### src/hw/rtl/c39_pkg.sv
// Package with the item types, codes and the symbol table of the edge-timing barcode decoder.
`timescale 1ns / 1ps
`default_nettype none
package c39_pkg;

    // Geometry of one symbol and of one frame.
    localparam int ELEMENTS_PER_SYMBOL = 9;
    localparam int MAX_CHARS           = 19;
    localparam int SYM_COUNT           = 11;

    localparam int TIME_W  = 32;
    localparam int CFG_W   = 16;
    localparam int CHARS_W = 5;
    localparam int ELEM_W  = 4;
    localparam int PAT_W   = 9;
    localparam int SYM_W   = 4;

    // Configuration register indexes.
    typedef enum logic [2:0] {
        CFG_NARROW_MIN = 3'd0,
        CFG_NARROW_MAX = 3'd1,
        CFG_WIDE_MIN   = 3'd2,
        CFG_WIDE_MAX   = 3'd3,
        CFG_QUIET      = 3'd4,
        CFG_COOLDOWN   = 3'd5
    } cfg_index_t;

    // Reset values of the configuration registers.
    localparam logic [CFG_W-1:0] NARROW_MIN_RST = 16'd20;
    localparam logic [CFG_W-1:0] NARROW_MAX_RST = 16'd80;
    localparam logic [CFG_W-1:0] WIDE_MIN_RST   = 16'd80;
    localparam logic [CFG_W-1:0] WIDE_MAX_RST   = 16'd200;
    localparam logic [CFG_W-1:0] QUIET_RST      = 16'd500;
    localparam logic [CFG_W-1:0] COOLDOWN_RST   = 16'd1000;

    // Decoder modes as seen on the result.
    typedef enum logic [1:0] {
        MODE_IDLE   = 2'd0,
        MODE_DETECT = 2'd1,
        MODE_COOL   = 2'd2
    } mode_t;

    // Held turn commands.
    typedef enum logic [2:0] {
        CMD_NONE    = 3'd0,
        CMD_LEFT    = 3'd1,
        CMD_RIGHT   = 3'd2,
        CMD_STOP    = 3'd3,
        CMD_UNKNOWN = 3'd4
    } cmd_t;

    // Symbol table indexes with a special meaning.
    localparam logic [SYM_W-1:0] SYM_STAR = 4'd0;
    localparam logic [SYM_W-1:0] SYM_L    = 4'd1;
    localparam logic [SYM_W-1:0] SYM_R    = 4'd2;
    localparam logic [SYM_W-1:0] SYM_S    = 4'd3;
    localparam logic [SYM_W-1:0] SYM_NONE = 4'd11;

    // Narrow/wide patterns, first element in the top bit.
    localparam logic [PAT_W-1:0] SYMBOL_PATTERN [SYM_COUNT] = '{
        9'h12D, 9'h153, 9'h14B, 9'h195, 9'h14D, 9'h1A5,
        9'h165, 9'h1B4, 9'h14E, 9'h1A6, 9'h166
    };

    // Configuration register file as one group.
    typedef struct packed {
        logic [CFG_W-1:0] narrow_min_ms;
        logic [CFG_W-1:0] narrow_max_ms;
        logic [CFG_W-1:0] wide_min_ms;
        logic [CFG_W-1:0] wide_max_ms;
        logic [CFG_W-1:0] quiet_timeout_ms;
        logic [CFG_W-1:0] cooldown_ms;
    } cfg_t;

    // One input item: a sensor sample.
    typedef struct packed {
        logic [TIME_W-1:0] time_ms;
        logic              sensor_black;
    } item_t;

    // One result item.
    typedef struct packed {
        logic [2:0]         turn_command;
        logic [1:0]         decoder_mode;
        logic [CHARS_W-1:0] chars_held;
    } result_t;

    // Classification of one element width.
    typedef struct packed {
        logic too_short;
        logic wide;
        logic invalid;
    } elem_class_t;

    // Table lookup: the first matching entry wins, SYM_NONE when none matches.
    function automatic logic [SYM_W-1:0] match_symbol(input logic [PAT_W-1:0] bits);
        logic [SYM_W-1:0] sym;
        sym = SYM_NONE;
        for (int i = SYM_COUNT - 1; i >= 0; i--) begin
            if (SYMBOL_PATTERN[i] == bits) begin
                sym = SYM_W'(i);
            end
        end
        return sym;
    endfunction

endpackage
`default_nettype wire

### src/hw/rtl/c39_elem_class.sv
// Width classification of one bar or space element against the configured limits.
`timescale 1ns / 1ps
`default_nettype none
module c39_elem_class
    import c39_pkg::*;
(
    input  wire logic [TIME_W-1:0] width,
    input  wire cfg_t              cfg,
    output elem_class_t            cls
);

    logic is_narrow;
    logic is_wide;

    // Narrow is tested first, so overlapping ranges resolve to narrow.
    assign is_narrow = (width >= TIME_W'(cfg.narrow_min_ms))
                     && (width <= TIME_W'(cfg.narrow_max_ms));
    assign is_wide   = (width >= TIME_W'(cfg.wide_min_ms))
                     && (width <= TIME_W'(cfg.wide_max_ms));

    assign cls.too_short = width < TIME_W'(cfg.narrow_min_ms);
    assign cls.wide      = !is_narrow && is_wide;
    assign cls.invalid   = !is_narrow && !is_wide;

endmodule
`default_nettype wire

### src/hw/rtl/c39_frame_ctrl.sv
// Decoder state: element assembly, symbol lookup, frame tracking, timeouts and command.
`timescale 1ns / 1ps
`default_nettype none
module c39_frame_ctrl
    import c39_pkg::*;
(
    input  wire logic  clk,
    input  wire logic  rst_n,
    input  wire logic  step,
    input  wire item_t item,
    input  wire cfg_t  cfg,
    output result_t    result_next
);

    mode_t              mode_reg, mode_next;
    logic [TIME_W-1:0]  last_edge_reg, last_edge_next;
    logic               last_level_reg;
    logic [ELEM_W-1:0]  elem_count_reg, elem_count_next;
    logic [PAT_W-1:0]   pattern_reg, pattern_next;
    logic               bad_reg, bad_next;
    logic [CHARS_W-1:0] chars_reg, chars_next;
    logic [SYM_W-1:0]   first_reg, first_next;
    logic [SYM_W-1:0]   second_reg, second_next;
    logic [SYM_W-1:0]   final_reg, final_next;
    cmd_t               cmd_reg, cmd_next;

    logic [TIME_W-1:0]  width;
    logic               edge_seen;
    elem_class_t        cls;
    logic [PAT_W-1:0]   pattern_shift;
    logic               bad_shift;
    logic [SYM_W-1:0]   sym;
    logic               complete;

    // Time since the last recorded edge, modulo 2^32.
    assign width     = item.time_ms - last_edge_reg;
    assign edge_seen = item.sensor_black != last_level_reg;

    c39_elem_class u_class (
        .width (width),
        .cfg   (cfg),
        .cls   (cls)
    );

    // Pattern after this element and the symbol it would close.
    assign pattern_shift = {pattern_reg[PAT_W-2:0], cls.wide};
    assign bad_shift     = bad_reg | cls.invalid;
    assign sym           = bad_shift ? SYM_NONE : match_symbol(pattern_shift);

    // Next state of the decoder for one sample.
    always_comb
    begin
        mode_next       = mode_reg;
        last_edge_next  = last_edge_reg;
        elem_count_next = elem_count_reg;
        pattern_next    = pattern_reg;
        bad_next        = bad_reg;
        chars_next      = chars_reg;
        first_next      = first_reg;
        second_next     = second_reg;
        final_next      = final_reg;
        cmd_next        = cmd_reg;
        complete        = 1'b0;

        // Edges start a frame in idle and deliver elements while detecting.
        if (edge_seen && mode_reg == MODE_IDLE) begin
            mode_next       = MODE_DETECT;
            elem_count_next = '0;
            pattern_next    = '0;
            bad_next        = 1'b0;
            chars_next      = '0;
            last_edge_next  = item.time_ms;
        end else if (edge_seen && mode_reg == MODE_DETECT) begin
            last_edge_next = item.time_ms;
            if (!cls.too_short) begin
                if (elem_count_reg == ELEM_W'(ELEMENTS_PER_SYMBOL - 1)) begin
                    elem_count_next = '0;
                    pattern_next    = '0;
                    bad_next        = 1'b0;
                    if (sym == SYM_NONE) begin
                        mode_next = MODE_IDLE;
                    end else begin
                        if (chars_reg < CHARS_W'(MAX_CHARS)) begin
                            if (chars_reg == CHARS_W'(0)) begin
                                first_next = sym;
                            end
                            if (chars_reg == CHARS_W'(1)) begin
                                second_next = sym;
                            end
                            final_next = sym;
                            chars_next = chars_reg + CHARS_W'(1);
                        end
                        if (sym == SYM_STAR && chars_reg != '0) begin
                            complete = 1'b1;
                        end
                    end
                end else begin
                    elem_count_next = elem_count_reg + ELEM_W'(1);
                    pattern_next    = pattern_shift;
                    bad_next        = bad_shift;
                end
            end
        end

        // Quiet gap while detecting: only possible without an edge in this sample.
        if (mode_reg == MODE_DETECT && !edge_seen
            && width > TIME_W'(cfg.quiet_timeout_ms)) begin
            if (chars_reg != '0 && final_reg == SYM_STAR) begin
                complete = 1'b1;
            end else begin
                mode_next = MODE_IDLE;
            end
        end

        // Frame completion resolves the held command and starts the cooldown.
        if (complete) begin
            mode_next      = MODE_COOL;
            last_edge_next = item.time_ms;
            if (chars_next < CHARS_W'(3) || first_next != SYM_STAR
                || final_next != SYM_STAR) begin
                cmd_next = CMD_UNKNOWN;
            end else if (second_next == SYM_L) begin
                cmd_next = CMD_LEFT;
            end else if (second_next == SYM_R) begin
                cmd_next = CMD_RIGHT;
            end else if (second_next == SYM_S) begin
                cmd_next = CMD_STOP;
            end else begin
                cmd_next = CMD_UNKNOWN;
            end
        end

        // Cooldown ends once the time since the decode exceeds its limit.
        if (mode_reg == MODE_COOL && width > TIME_W'(cfg.cooldown_ms)) begin
            mode_next = MODE_IDLE;
        end
    end

    assign result_next.turn_command = cmd_next;
    assign result_next.decoder_mode = mode_next;
    assign result_next.chars_held   = chars_next;

    // State registers advance once per item.
    always_ff @(posedge clk or negedge rst_n)
    begin
        if (!rst_n) begin
            mode_reg       <= MODE_IDLE;
            last_edge_reg  <= '0;
            last_level_reg <= 1'b0;
            elem_count_reg <= '0;
            pattern_reg    <= '0;
            bad_reg        <= 1'b0;
            chars_reg      <= '0;
            first_reg      <= '0;
            second_reg     <= '0;
            final_reg      <= '0;
            cmd_reg        <= CMD_NONE;
        end else if (step) begin
            mode_reg       <= mode_next;
            last_edge_reg  <= last_edge_next;
            last_level_reg <= item.sensor_black;
            elem_count_reg <= elem_count_next;
            pattern_reg    <= pattern_next;
            bad_reg        <= bad_next;
            chars_reg      <= chars_next;
            first_reg      <= first_next;
            second_reg     <= second_next;
            final_reg      <= final_next;
            cmd_reg        <= cmd_next;
        end
    end

endmodule
`default_nettype wire

### src/hw/rtl/code39_edge_timing_decoder_core.sv
// Top level of the edge-timing barcode decoder: ports, configuration and item stages.
//
//   Channel  | Direction | Handshake                    | Payload
//   ---------+-----------+------------------------------+-------------------------------
//   item     | in        | item_valid / item_stall      | item_t: time_ms, sensor_black
//   result   | out       | result_valid / result_stall  | result_t: command, mode, chars
//   config   | in        | cfg_we                       | cfg_index, cfg_data (16 bits)
//
// Each item is captured in the input register and is then resolved into the result
// register, where the decoder state is updated too; while the result is not stalled,
// one item per cycle is sustained. A stalled result holds both stages, so item_stall rises
// only when both registers are full. Reset clears the decoder state and loads the
// configuration defaults; no clearing pass is needed.
`timescale 1ns / 1ps
`default_nettype none
module code39_edge_timing_decoder_core
    import c39_pkg::*;
(
    input  wire logic       clk,
    input  wire logic       rst_n,
    input  wire logic       item_valid,
    output logic            item_stall,
    input  wire item_t      item,
    output logic            result_valid,
    input  wire logic       result_stall,
    output result_t         result,
    input  wire logic       cfg_we,
    input  wire logic [2:0] cfg_index,
    input  wire logic [CFG_W-1:0] cfg_data
);

    cfg_t    cfg_reg;
    logic    stage_valid_reg;
    item_t   stage_item_reg;
    logic    result_valid_reg;
    result_t result_reg;
    result_t result_next;
    logic    advance;
    logic    take_item;

    // Configuration register file.
    always_ff @(posedge clk or negedge rst_n)
    begin
        if (!rst_n) begin
            cfg_reg.narrow_min_ms    <= NARROW_MIN_RST;
            cfg_reg.narrow_max_ms    <= NARROW_MAX_RST;
            cfg_reg.wide_min_ms      <= WIDE_MIN_RST;
            cfg_reg.wide_max_ms      <= WIDE_MAX_RST;
            cfg_reg.quiet_timeout_ms <= QUIET_RST;
            cfg_reg.cooldown_ms      <= COOLDOWN_RST;
        end else if (cfg_we) begin
            unique case (cfg_index)
                CFG_NARROW_MIN: cfg_reg.narrow_min_ms    <= cfg_data;
                CFG_NARROW_MAX: cfg_reg.narrow_max_ms    <= cfg_data;
                CFG_WIDE_MIN:   cfg_reg.wide_min_ms      <= cfg_data;
                CFG_WIDE_MAX:   cfg_reg.wide_max_ms      <= cfg_data;
                CFG_QUIET:      cfg_reg.quiet_timeout_ms <= cfg_data;
                CFG_COOLDOWN:   cfg_reg.cooldown_ms      <= cfg_data;
                default:        ;
            endcase
        end
    end

    // Handshake between the input register and the result register.
    assign advance    = stage_valid_reg && (!result_valid_reg || !result_stall);
    assign item_stall = stage_valid_reg && !advance;
    assign take_item  = item_valid && !item_stall;

    // Input register.
    always_ff @(posedge clk or negedge rst_n)
    begin
        if (!rst_n) begin
            stage_valid_reg <= 1'b0;
        end else if (take_item) begin
            stage_valid_reg <= 1'b1;
        end else if (advance) begin
            stage_valid_reg <= 1'b0;
        end
    end

    always_ff @(posedge clk)
    begin
        if (take_item) begin
            stage_item_reg <= item;
        end
    end

    c39_frame_ctrl u_frame (
        .clk         (clk),
        .rst_n       (rst_n),
        .step        (advance),
        .item        (stage_item_reg),
        .cfg         (cfg_reg),
        .result_next (result_next)
    );

    // Result register.
    always_ff @(posedge clk or negedge rst_n)
    begin
        if (!rst_n) begin
            result_valid_reg <= 1'b0;
        end else if (advance) begin
            result_valid_reg <= 1'b1;
        end else if (!result_stall) begin
            result_valid_reg <= 1'b0;
        end
    end

    always_ff @(posedge clk)
    begin
        if (advance) begin
            result_reg <= result_next;
        end
    end

    assign result_valid = result_valid_reg;
    assign result       = result_reg;

endmodule
`default_nettype wire

### config.mk
export PLATFORM = sky130hd
export DESIGN_NAME = code39_edge_timing_decoder_core
export DESIGN_NICKNAME = d
export VERILOG_FILES = /design/src/hw/rtl/c39_pkg.sv /design/src/hw/rtl/c39_elem_class.sv /design/src/hw/rtl/c39_frame_ctrl.sv /design/src/hw/rtl/code39_edge_timing_decoder_core.sv
export SDC_FILE = /design/constraint.sdc
export NUM_CORES = 1
export LEC_CHECK = 0
export ABC_AREA = 1
export BUFFER_PORTS_ARGS = -buffer_cell sky130_fd_sc_hd__buf_2
export CORE_AREA = 2 2 150 152
export CTS_CLUSTER_SIZE = 12
export DETAILED_ROUTE_END_ITERATION = 16
export DIE_AREA = 0 0 152 154
export GPL_TIMING_DRIVEN = 0
export PLACE_DENSITY_LB_ADDON = 0.08
export SYNTH_ARGS = -nofsm -noshare
export SYNTH_HDL_FRONTEND = slang
export SYNTH_SLANG_ARGS = --single-unit
### constraint.sdc
create_clock -name clk -period 5.7 [get_ports clk]
set_input_delay 0.57 -clock clk [delete_from_list [all_inputs] [get_ports clk]]
set_output_delay 0.57 -clock clk [all_outputs]
set_load 0.02 [all_outputs]
# == Yosys cells after proc, flatten, opt, wreduce, memory -nomap -nowiden ==
# Cells that the tools add are included.
# Widths: inputs -> output; s select.
# op_classes
addsub,3
magnitude_cmp,9
n_eq_ne,27
mux,79
bitwise_logic,1
reduce_logical,43
# ops
op,count
$mux 4,35
$eq 9x9->1 const A,11
$mux 32,3
$ge 32x16->1,2
$gt 32x16->1,2
$le 32x16->1,2
$lt 32x16->1,1
$mux 8,4
$sub 32x32->32,1
$mux 5,6
$mux 2,9
$mux 1,17
$mux 3,5
$logic_and 1x1->1,14
$reduce_and 2->1,7
$eq 4x2->1 const B,2
$eq 4x4->1 const B,2
$logic_not 4->1,2
$reduce_bool 4->1,2
$logic_not 1->1,7
$eq 3x2->1 const B,2
$eq 3x3->1 const B,2
$add 5x1->5 const B,1
$eq 5x1->1 const B,1
other kinds (19),22
# word_totals
register_bits,209
input_bits,57
out_inout_bits,12

# == Depth between registers and ports, before layout ==
# logic_depth
depth_word,31
mapped_depth,40
ltp_nobuf,40

# == Cells and area by module ==
# From an unflattened synthesis, not the netlist that was laid out.
# unflattened
hier_cells,1934
hier_area_um2,14152.3
# by_module_without_submodules
mod,instances,cells_each,area_each_um2,seq_area_each_um2
c39_frame_ctrl,1,1147,7090.6,1701.6
code39_edge_timing_decoder_core,1,480,5240.0,3769.9
c39_elem_class,1,307,1821.7,0.0

# == Worst setup path before layout ==
# No wires, ideal clock.
# synth_timing
kind,reg-to-reg
start,reg u_frame.last_edge_reg[0]
end,"reg result_reg, in the netlist result[9] (data pin)"
setup_time_ps,265
t_arrival_ps,4069
slack_ps,1365
path_stages_with_launch,35
synth_period_minus_slack_ps,4335
cell_sequence,dfrtp_1 ha_1 fa_1 inv_1 nand2_1 nand3_1 nand2_1 nand2_1 xor2_1 ha_1 nand2_1 inv_1 nand3_1 inv_1 nand2_1 o211a_1 nand3_1 nand2_1 inv_1 nor2_1 nand4_2 nor2_2 nand2_1 nand2_1 nor2_1 nand2_2 nand2_2 nand3_4 nand2_2 nand2_1 nand2_1 nor2_1 nand2_1 nor2_4 a31oi_1
# synth_rtl
item,line_no,rtl
"start, declared",c39_frame_ctrl.sv:16,"logic [TIME_W-1:0] last_edge_reg, last_edge_next;"
"start signal, assigned",c39_frame_ctrl.sv:160,last_edge_reg <= last_edge_next;
"end signal, assigned",code39_edge_timing_decoder_core.sv:112,result_reg <= result_next;
"end, declared",code39_edge_timing_decoder_core.sv:36,result_t result_reg;

# == Final worst setup path ==
# layout_timing
start,reg stage_item_reg[8] in the netlist's numbering
end,reg u_frame.last_edge_reg[13]
# layout_via
elab_chain_cells,30
word_cells_on_any_way,52
classes_between,add/sub (1); order compare (6); eq/ne (12); mux (21); bitwise (1); reduce/logical (11)
# layout_lines
item,line_no,rtl
"start, declared",code39_edge_timing_decoder_core.sv:34,item_t stage_item_reg;
"start signal, assigned",code39_edge_timing_decoder_core.sv:84,stage_item_reg <= item;
$sub 32x32->32 (*),c39_frame_ctrl.sv:36,assign width = item.time_ms - last_edge_reg;
$ge 32x16->1 / $le 32x16->1 (equally long branches),"c39_elem_class.sv:16, c39_elem_class.sv:17",
$logic_and 1x1->1,c39_elem_class.sv:17,&& (width <= TIME_W'(cfg.narrow_max_ms));
$logic_not 1->1,"c39_elem_class.sv:22, c39_elem_class.sv:23",
$logic_and 1x1->1,c39_elem_class.sv:22,assign cls.wide = !is_narrow && is_wide;
$eq 9x9->1,c39_pkg.sv:100,if (SYMBOL_PATTERN[i] == bits) begin
$mux 1,c39_pkg.sv:100,
$mux 4 (10 in a row),c39_pkg.sv:100,
(+5 left out),--,
$mux 1,c39_frame_ctrl.sv:76,if (elem_count_reg == ELEM_W'(ELEMENTS_PER_SYMBOL - 1)) begin
$mux 1,c39_frame_ctrl.sv:75,if (!cls.too_short) begin
$mux 1,c39_frame_ctrl.sv:73,end else if (edge_seen && mode_reg == MODE_DETECT) begin
$mux 1,c39_frame_ctrl.sv:66,if (edge_seen && mode_reg == MODE_IDLE) begin
$mux 1,c39_frame_ctrl.sv:108,if (chars_reg != '0 && final_reg == SYM_STAR) begin
$mux 1 (*),c39_frame_ctrl.sv:106,if (mode_reg == MODE_DETECT && !edge_seen
$reduce_bool 3->1 (no line),--,
$reduce_and 2->1 (no line),--,
# Mark *: on every way between the ends. The rest lies on a longest branch, timed or not.
# A chain may end at the register's enable or synchronous reset.

==> out/metrics.cfg <==
[pwr]
p_per_area_mw_per_mm2=542
ir_worst_vdd_uv=403
power_leakage_nw=8.05
power_mw=8.30

[final_layout]
largest_reg_flops=96
areaGrowthSynthToFinish_pct=12.9
fillers=1817
diodes=0
layout-drive-gt1-share=0.111
nets=2099
fin_area_mm2=0.0153

[sta]
maxSlewHeadroom=0.334
fin_worst_skew_ns=0.0151
fin_crit_ns=5.31
finalCritPeriodShare=0.932
setup_violations=0
slew_viol_final=0
max_clock_freq_mhz=188
worst_pin_slew_ns=0.992
hold_viol=0

[clocking]
cts_max_path_buffers=3
clkSinkCount=209
path_clk_slew_ns=0.06
cts-root-buf=clkbuf_16
cts_hold_buf=0
cts_tree=yes
clkLatencyLatePin_ns=0.52
cts_buffers=25
h-tree-depth=1

[critical_path]
max_stage_delay_ns=0.42
cp_common_cell=nand2_1
crit_path_end_kind=flip-flop
worst-path-max-fanout=10
r2r-start=stage_item_reg[8]$_DFFE_PP_
critPathKind=reg2reg
worst_ep_required_time_ns=6.08
rr_worst_depth=27
path_delay_family=simple AND/OR/NAND/NOR gates
reg2reg_setup_slack_ns=0.39
rr_endpoint=u_frame.last_edge_reg[13]$_DFFE_PN0P_
cp.arrival_ns=5.69
crit_slowest_cell=ha_1
worstSetupStartpointType=flip-flop
crit_buf_inv=3

[global_routing]
top_usage_layer=met2
grt_pass1_vias=11200
antenna_found_initial=0
grt_overflow=0
use_met1=0.409
grt_usage=0.289
grt_max_degree=102
grtUsageMet3=0.0330
grt_pass1_wl_mm=55.5
gr-usage-met2=0.479

[die]
fp.dieW_um=152
start_util=0.625
rows=54
core_mm2=0.0217
dieArea_mm2=0.0234
die_h_um=154
ios=69

[detailed_routing]
remaining_drc_errors=0
via_per_inst=5.34
wl_per_cell_um=15.1
via_count=11800
dr.pass1.iters=7
wirelength_mm=33.3
drtIter0Drc=883
ant_nets=0

[yosys]
yosys.area.top_type=dfrtp_1
synth_edf_count=43
synth_area_leaders=dfrtp_1 (27%), nand2_1 (14%), ha_1 (12%), edfxtp_1 (9.5%), inv_1 (9.4%)
yosysMostFrequentCell=nand2_1
synth_cells=1809
synth_common_cells=nand2_1 (516), inv_1 (340), dfrtp_1 (145)
synth_top_flop_cell=dfrtp_1
synth_seq_cells=209
syn_area_per_cell_um2=7.50
seq_area_frac_synth=0.403
synth_area_mm2=0.0136
synth_top_area_frac=0.267
synth_cell_types=48
async_reset_ff_frac=0.794
synth_fp_nets=1999
synth_warnings=0

[worst_hold_path]
worstHoldPathType=in2async

[place]
portBuffers=68
gp_congestion=0.935
place_area_mm2=0.0143
dp_hpwl_mm=25.1

[run_status]
status=finished clean

[flow_run]
maxCapViolCount=0

## cells by family (layout without fill, tap and decap cells)
family,after synthesis,after routing,share of synthesized area
mux,1,1,0.000830
fa+ha+maj,133,133,0.123
xor+xnor,19,19,0.0123
buf+inv,384,502,0.108
flops,209,209,0.403
compound gates,257,257,0.101
simple gates,806,806,0.252
## area by class of cell
type	count	area, µm²	share of cell area
plain buffers	33	143	0.00931
clock buffers	32	682	0.0445
clock inverters	13	95.1	0.00621
inverters	351	1320	0.0860
multi-input cells	1216	6840	0.447
flip-flops and latches	209	5470	0.357
well taps	280	350	0.0229
repair buffers	73	420	0.0274
## where the power goes
part           total [mW]  switching (mW)  internal (mW)
sequential           2.07           0.180           1.89
combinational        4.72            3.03           1.69
clock                1.51           0.623          0.887
## per-stage QoR
step | utilization | TNS, ns | cells | worst slack [ns] | hold WS [ns]
floorplan | - | 0 | 1809 | 1.37 | 0.274
global placement | 0.657 | -1.70 | 2157 | -0.101 | 0.462
detailed placement | 0.659 | -2.57 | 2158 | -0.151 | 0.473
CTS | 0.697 | 0 | 2203 | 0.0628 | 0.124
global route | 0.706 | -0.160 | 2207 | -0.0269 | 0.160
finish | 0.706 | 0 | 2207 | 0.390 | 0.0850
## layout by cell type (no fill, tap or decap), drive strengths merged, types with 21 or more instances in the layout
| cell | synthesis | routed |
|---|---|---|
| buf | 8 | 81 |
| nor2 | 147 | 147 |
| clkbuf | 25 | 57 |
| a21oi | 90 | 90 |
| nand4 | 25 | 25 |
| dfrtp | 145 | 145 |
| nand2 | 532 | 532 |
| nand3 | 70 | 70 |
| edfxtp | 43 | 43 |
| o21ai | 133 | 133 |
| dfstp | 21 | 21 |
| inv | 349 | 349 |
| ha | 132 | 132 |
## per-layer routing
metal	wire length, µm	vias up
met5	0	-
met3	2050	60
met1	15100	5463
li1	-	5931
met4	817	0
met2	15400	339
## worst max path at each step
stage          cells past startpoint                            startpoint                               endpoint
3_5_place_dp                      28           stage_item_reg[1]$_DFFE_PP_  u_frame.last_edge_reg[14]$_DFFE_PN0P_
3_3_place_gp                      28           stage_item_reg[1]$_DFFE_PP_  u_frame.last_edge_reg[16]$_DFFE_PN0P_
5_1_grt                           35           stage_item_reg[1]$_DFFE_PP_                    result[9]$_DFFE_PP_
2_1_floorplan                     34  u_frame.last_edge_reg[0]$_DFFE_PN0P_                    result[9]$_DFFE_PP_
4_1_cts                           24           stage_item_reg[9]$_DFFE_PP_  u_frame.last_edge_reg[14]$_DFFE_PN0P_
6_report                          27           stage_item_reg[8]$_DFFE_PP_  u_frame.last_edge_reg[13]$_DFFE_PN0P_
## timing repair
item | 4_1_cts | 5_1_grt
gates resized for setup | 7 | 20
endpoints found under the hold margin | 0 | 0
setup buffers | 0 | 3
endpoints found under the setup margin | 34 | 42
Power figures use the tool's default switching activity.
